==> config.mk <==
export PLATFORM = sky130hd
export DESIGN_NAME = imu_serial_frame_parser
export DESIGN_NICKNAME = d
export VERILOG_FILES = /design/src/hw/rtl/imu_sfp_pkg.sv /design/src/hw/rtl/imu_serial_frame_parser.sv /design/src/hw/rtl/imu_sfp_framer.sv /design/src/hw/rtl/imu_sfp_store.sv
export VERILOG_INCLUDE_DIRS = /design/src /design/src/hw/rtl
export SDC_FILE = /design/constraint.sdc
export NUM_CORES = 2
export LEC_CHECK = 0
export BUFFER_PORTS_ARGS = -buffer_cell sky130_fd_sc_hd__buf_2
export CORE_UTILIZATION = 40
export DETAILED_ROUTE_END_ITERATION = 8
export MAX_ROUTING_LAYER = met4
export PLACE_DENSITY_LB_ADDON = 0.25
export SLEW_MARGIN = 10
export SYNTH_ARGS = -nofsm -noshare
export SYNTH_HDL_FRONTEND = slang
export SYNTH_SLANG_ARGS = --single-unit
export TNS_END_PERCENT = 10
==> constraint.sdc <==
create_clock -name clk -period 11 [get_ports clk]
set_clock_uncertainty 0.15 [all_clocks]
set_input_delay 0.55 -clock clk [delete_from_list [all_inputs] [get_ports clk]]
set_output_delay 0.55 -clock clk [all_outputs]
set_load 0.05 [all_outputs]
==> src/hw/rtl/imu_serial_frame_parser_defines.svh <==
// assertion macros shared by the serial frame parser rtl
`ifndef IMU_SERIAL_FRAME_PARSER_DEFINES_SVH
`define IMU_SERIAL_FRAME_PARSER_DEFINES_SVH

// same-cycle implication, clocked on clk and disabled while arst_n is low
`define ISFP_ASSERT_NOW(label, ante, cons) \
	label: assert property (@(posedge clk) disable iff (!arst_n) (ante) |-> (cons)) \
		else $error("serial frame parser check failed");

// next-cycle implication, clocked on clk and disabled while arst_n is low
`define ISFP_ASSERT_NEXT(label, ante, cons) \
	label: assert property (@(posedge clk) disable iff (!arst_n) (ante) |=> (cons)) \
		else $error("serial frame parser check failed");

`endif

==> src/hw/rtl/imu_sfp_pkg.sv <==
// shared constants and types for the serial frame parser
package imu_sfp_pkg;

	localparam int NUM_RECORD_TYPES = 11;
	localparam int REC_AW = (NUM_RECORD_TYPES > 1) ? $clog2(NUM_RECORD_TYPES) : 1;
	localparam int IDX_W = 4;
	localparam int CNT_W = 4;

	localparam logic [7:0] SYNC_BYTE = 8'h55;
	localparam logic [7:0] FIRST_TYPE = 8'h50;
	localparam logic [CNT_W-1:0] POS_SYNC = 4'd0;
	localparam logic [CNT_W-1:0] POS_TYPE = 4'd1;
	localparam logic [CNT_W-1:0] POS_CHECK = 4'd10;

	localparam logic ACT_RX = 1'b0;
	localparam logic ACT_READ = 1'b1;

	typedef struct packed {
		logic done;
		logic ok;
		logic [7:0] ftype;
		logic [63:0] payload;
	} frame_t;

endpackage

==> src/hw/rtl/imu_serial_frame_parser.sv <==
// Serial frame parser for 11-byte sensor frames: takes one word per cycle while in_stall
// is low (a received byte or a record read), one result per word. A word is captured in
// an input register; the frame counter, mod-256 running sum and record store are updated as
// it moves into the result register, from which its result word shows, so the sustained rate
// is one word per clock, limited only by out_stall. The record store is eleven 64-bit
// registers cleared directly by reset, so the block is ready right after reset.
`include "imu_serial_frame_parser_defines.svh"

module imu_serial_frame_parser (
	input logic clk,
	input logic arst_n,
	input logic in_valid,
	output logic in_stall,
	input logic action,
	input logic [7:0] rx_byte,
	input logic [imu_sfp_pkg::IDX_W-1:0] record_index,
	output logic out_valid,
	input logic out_stall,
	output logic frame_accepted,
	output logic checksum_error,
	output logic [7:0] frame_type,
	output logic [63:0] frame_payload,
	output logic [63:0] read_data
);

	logic valid_s1;
	logic action_s1;
	logic [7:0] rx_byte_s1;
	logic [imu_sfp_pkg::IDX_W-1:0] record_index_s1;

	logic out_valid_q;
	logic accepted_q;
	logic cksum_err_q;
	logic [7:0] type_q;
	logic [63:0] payload_q;
	logic [63:0] read_q;

	logic advance;
	logic process;
	logic take_in;
	logic byte_en;
	logic [63:0] rd_data;
	imu_sfp_pkg::frame_t frame;

	// stage 1 moves on when the result register is empty or being drained
	assign advance = !out_valid_q || !out_stall;
	assign process = valid_s1 && advance;
	assign in_stall = valid_s1 && !advance;
	assign take_in = in_valid && !in_stall;
	assign byte_en = process && (action_s1 == imu_sfp_pkg::ACT_RX);

	imu_sfp_framer u_framer (
		.clk(clk),
		.arst_n(arst_n),
		.byte_en(byte_en),
		.rx_byte(rx_byte_s1),
		.frame(frame)
	);

	imu_sfp_store u_store (
		.clk(clk),
		.arst_n(arst_n),
		.wr_en(frame.done && frame.ok),
		.wr_type(frame.ftype),
		.wr_data(frame.payload),
		.rd_idx(record_index_s1),
		.rd_data(rd_data)
	);

	always_ff @(posedge clk or negedge arst_n) begin
		if (!arst_n) begin
			valid_s1 <= 1'b0;
		end else begin
			valid_s1 <= take_in || (valid_s1 && !advance);
		end
	end

	always_ff @(posedge clk) begin
		if (take_in) begin
			action_s1 <= action;
			rx_byte_s1 <= rx_byte;
			record_index_s1 <= record_index;
		end
	end

	always_ff @(posedge clk or negedge arst_n) begin
		if (!arst_n) begin
			out_valid_q <= 1'b0;
		end else begin
			out_valid_q <= process || (out_valid_q && out_stall);
		end
	end

	always_ff @(posedge clk) begin
		if (process) begin
			accepted_q <= frame.done && frame.ok;
			cksum_err_q <= frame.done && !frame.ok;
			type_q <= frame.ftype;
			payload_q <= frame.payload;
			read_q <= (action_s1 == imu_sfp_pkg::ACT_READ) ? rd_data : 64'd0;
		end
	end

	assign out_valid = out_valid_q;
	assign frame_accepted = accepted_q;
	assign checksum_error = cksum_err_q;
	assign frame_type = type_q;
	assign frame_payload = payload_q;
	assign read_data = read_q;

	// a read word never reports a frame
	`ISFP_ASSERT_NEXT(a_read_no_frame, process && (action_s1 == imu_sfp_pkg::ACT_READ),
		out_valid && !frame_accepted && !checksum_error)
	// a blocked stage 1 word stays put
	`ISFP_ASSERT_NEXT(a_s1_hold, valid_s1 && !advance, valid_s1)
	// an accepted word always lands in stage 1
	`ISFP_ASSERT_NEXT(a_take_lands, take_in, valid_s1)
	// accepted and error flags are exclusive on a shown result
	`ISFP_ASSERT_NOW(a_flags_excl, out_valid_q, !(accepted_q && cksum_err_q))

endmodule

==> src/hw/rtl/imu_sfp_framer.sv <==
// frame collector: byte counter, running sum, type byte and payload shifter
module imu_sfp_framer (
	input logic clk,
	input logic arst_n,
	input logic byte_en,
	input logic [7:0] rx_byte,
	output imu_sfp_pkg::frame_t frame
);

	logic [imu_sfp_pkg::CNT_W-1:0] count_q, count_n;
	logic [7:0] type_q, type_n;
	logic [63:0] shift_q, shift_n;
	logic [7:0] sum_q, sum_n;

	always_comb begin
		frame = '0;
		count_n = count_q;
		type_n = type_q;
		shift_n = shift_q;
		sum_n = sum_q;
		if (byte_en) begin
			if (count_q == imu_sfp_pkg::POS_SYNC) begin
				// anything but the sync byte is dropped here
				if (rx_byte == imu_sfp_pkg::SYNC_BYTE) begin
					sum_n = rx_byte;
					shift_n = '0;
					count_n = imu_sfp_pkg::POS_TYPE;
				end
			end else if (count_q == imu_sfp_pkg::POS_TYPE) begin
				type_n = rx_byte;
				sum_n = sum_q + rx_byte;
				count_n = count_q + imu_sfp_pkg::CNT_W'(1);
			end else if (count_q < imu_sfp_pkg::POS_CHECK) begin
				shift_n = {rx_byte, shift_q[63:8]};
				sum_n = sum_q + rx_byte;
				count_n = count_q + imu_sfp_pkg::CNT_W'(1);
			end else begin
				// checksum byte, also taken for any count past it
				count_n = imu_sfp_pkg::POS_SYNC;
				frame.done = 1'b1;
				frame.ok = (sum_q == rx_byte);
				frame.ftype = type_q;
				frame.payload = shift_q;
			end
		end
	end

	always_ff @(posedge clk or negedge arst_n) begin
		if (!arst_n) begin
			count_q <= imu_sfp_pkg::POS_SYNC;
			type_q <= '0;
			shift_q <= '0;
			sum_q <= '0;
		end else begin
			count_q <= count_n;
			type_q <= type_n;
			shift_q <= shift_n;
			sum_q <= sum_n;
		end
	end

endmodule

==> src/hw/rtl/imu_sfp_store.sv <==
// record store: one payload per record type, cleared at reset
module imu_sfp_store (
	input logic clk,
	input logic arst_n,
	input logic wr_en,
	input logic [7:0] wr_type,
	input logic [63:0] wr_data,
	input logic [imu_sfp_pkg::IDX_W-1:0] rd_idx,
	output logic [63:0] rd_data
);

	logic [63:0] rec_q [imu_sfp_pkg::NUM_RECORD_TYPES];
	logic [7:0] wr_off;
	logic wr_hit;
	logic rd_ok;

	assign wr_off = wr_type - imu_sfp_pkg::FIRST_TYPE;
	assign wr_hit = wr_en && (wr_type >= imu_sfp_pkg::FIRST_TYPE)
		&& ({1'b0, wr_off} < 9'(imu_sfp_pkg::NUM_RECORD_TYPES));
	assign rd_ok = {1'b0, rd_idx}
		< (imu_sfp_pkg::IDX_W + 1)'(imu_sfp_pkg::NUM_RECORD_TYPES);

	always_comb begin
		rd_data = '0;
		if (rd_ok) begin
			rd_data = rec_q[rd_idx[imu_sfp_pkg::REC_AW-1:0]];
		end
	end

	always_ff @(posedge clk or negedge arst_n) begin
		if (!arst_n) begin
			for (int i = 0; i < imu_sfp_pkg::NUM_RECORD_TYPES; i++) begin
				rec_q[i] <= '0;
			end
		end else if (wr_hit) begin
			rec_q[wr_off[imu_sfp_pkg::REC_AW-1:0]] <= wr_data;
		end
	end

endmodule

==> results.ini <==
[clock_network]
cts_resized=0
numCtsBuffers=100
clk_path_buf_depth=3
clk_pin_slew_worst_paths_ns=0.06
holdBufCountCts=15
clock_latency_ns=0.66
cts_root_buffer=clkbuf_16
cts_num_sinks=941
cts_setup_buffers=0
cts_tree=done
h-tree-depth=3

[power]
power_switching_share_pct=25.5
power.density_nw_per_um2=172
peakVddDrop_uv=106
power_switching_mw=2.04
pwr-share-comb_pct=9.1
intPower_mw=5.94
seq_power_share_pct=47.2
pwr-share-clk_pct=43.7
power_leakage_nw=21.6

[setup_path]
cp_slowest_stage_delay_ns=0.69
critPathKind=flip-flop to flip-flop
crit_top_cell=buf_4
r2r-start=rx_byte_s1[5]
path_buf_inv=2
startpoint_type=flip-flop
worstRegToRegCells=8
cp_max_fo=40
cp_cell_sequence=ha_1 -> nor4_1 -> and3_1 -> nand4_2 -> nor4_4 -> buf_4 -> buf_4 -> mux2_2
cp-startpoint=rx_byte_s1[5]
path_delay_family=simple AND/OR/NAND/NOR gates
cp_num_cells=8
cp.required_ns=11.39
crit_arrival_ns=4.66
crit_slowest_cell=buf_4
critPathCaptureType=flip-flop

[final_layout]
fillerInstances=8927
mostFrequentLayoutCell=dfrtp_1
diodes=0
finalNetCount=2970
area_delta_synth_final_pct=12.9
drive_above_1_share_pct=39.4
layout_common_cells=790 x dfrtp_1, 691 x mux2_2, 204 x nor2_1, 155 x buf_2, 151 x edfxtp_1

[job]
cap_violations=0

[sta]
period_share_pct=38.8
maxSlewHeadroom_pct=20.2
period_minus_slack_ns=4.27
clock.fmax_ghz=0.234
hold_slack_ns=0.0510
setup_tns_ns=0
tightest_slew_ns=1.19
finalSetupViolCount=0
fin_ws_ns=6.73
grt_setup_unrepaired=no
hold_viol_final=0
maxSlewViolCount=0

[floorplanning]
num_io_pins=157
initial_core_util_pct=40.4
fp.dieH_um=322
die_x_um=322
dieArea_um2=104000
placementRows=117
core_area_um2=102000

[detailed_routing]
routed_wl_um=97800
drtPass1Iterations=7
wire_per_inst_um=22.3
ant_nets=0
drt-initial-drc-count=1475
via_count=23600
viasPerCell=5.37
drc=0

[outcome]
run_status=finished clean

[global_routing]
track_usage_pct=19.9
grt_pass1_wl_um=156000
overflow=0
grt_start_max_net_pins=175
antenna_found_initial=0
grt_pass1_vias=26100

[synthesis]
synth-edff-count=151
synth_top_area_share_pct=48.1
synth_area_leaders=dfrtp_1 48%, mux2_2 19%, edfxtp_1 11%
synth.largest_area_cell=dfrtp_1
syn_inst=2878
synth_seq_cells=941
synth_fp_nets=2906
syn_area_um2=41100
seq_area_frac_synth_pct=59.2
ys.flop_type=dfrtp_1
avgSynthCellArea_um2=14.3
async_flop_share_pct=84.0
yosysWarnings=0
synth_cell_type_count=48

[min_path]
hp-class=primary input to flip-flop
whs_path_depth=3
worstHoldStart=out_stall

[placed_design]
place_hpwl_um=57300
dp_slack_ns=6.72
gp_congestion=0.816
port_buffers=156

synthesized netlist by cell type (8+ instances only):
cell type and n:
and2_1 76, buf_2 76, dfrtp_1 790, clkbuf_1 149
edfxtp_1 151, nor2_1 205, ha_1 10, a211oi_1 64
buf_1 10, mux2i_1 64, nand2b_1 8, mux2_2 691
nand3_1 69, nand2_1 141, buf_6 19, mux4_2 128
inv_1 10, a21oi_1 135, mux2_1 21
flip-flops by register name, summed over array words and instances (netlist names), 8 cells and up:
register	count
rx_byte_s1	8
frame_payload	64
u_framer.shift_q	64
u_framer.type_q	8
read_data	64
u_store.rec_q	704
u_framer.sum_q	8
frame_type	8
power groups by stage:
stage / clock, mW / combinational (mW) / sequential, mW
3_5_place_dp: 0 / 0.728 / 3.83
2_1_floorplan: 0 / 0.402 / 3.89
6_report: 3.48 / 0.724 / 3.77
5_1_grt: 3.71 / 0.791 / 3.78
3_3_place_gp: 0 / 0.712 / 3.82
4_1_cts: 3.57 / 0.735 / 3.76
final cells by class:
type                       count  area (um^2)  share of cell area (%)
multi-input combinational   1673        15600                    33.7
clock inverter                49          579                    1.25
timing repair buffer         216         1300                    2.81
sequential                   941        24300                    52.4
inverter                      10         37.5                  0.0809
tap                         1368         1710                    3.69
clock buffer                 137         2830                    6.09
layer usage:
metal | vias up | part of all wire [%] | wire, um | GRT usage (%)
met5 | - | 0 | 0 | -
met4 | 0 | 2.4 | 2380 | 5.96
met3 | 167 | 3.3 | 3190 | 2.40
met2 | 422 | 50 | 48900 | 32.9
met1 | 12600 | 44 | 43300 | 25.7
li1 | 10400 | - | - | -
cell families (layout without fill, tap and decap cells):
logic type               count (synthesis)  count (layout)  synth area share [%]
AO/OA/AOI/OAI                          222             222                  3.18
XOR/XNOR                                 6               6                 0.128
adder cells (fa/ha/maj)                 11              11                 0.353
buffers and inverters                  264             412                  2.99
flip-flops                             941             941                  59.2
multiplexers                           904             904                  28.1
AND/OR/NAND/NOR                        530             530                  6.10
through the flow:
stage / instance area [um^2] / std cells / utilization, % / total power, mW
2_1_floorplan: 41100 / 2878 / - / 4.30
3_3_place_gp: 42800 / 4193 / 42.1 / 4.53
3_5_place_dp: 42800 / 4193 / 42.1 / 4.56
4_1_cts: 46400 / 4394 / 45.6 / 8.07
5_1_grt: 46400 / 4394 / 45.6 / 8.28
6_report: 46400 / 4394 / 45.6 / 7.97
worst min-delay path, delay by kind of cell:
kind / cells / cell delay [ns]
buffers and inverters: 1 / 0.09
and+or+nand+nor: 2 / 0.18
worst paths after layout:
kind	endpoint	slack (ns)
setup / recovery	u_store.rec_q[139]	6.73
hold / removal	valid_s1	0.05
setup reg to reg	u_store.rec_q[139]	6.73
hold reg to reg	u_framer.shift_q[3]	0.31
max in group asynchronous	u_store.rec_q[234]	7.96
min in group asynchronous	u_store.rec_q[396]	0.39
(Power assumes the default switching activity.)
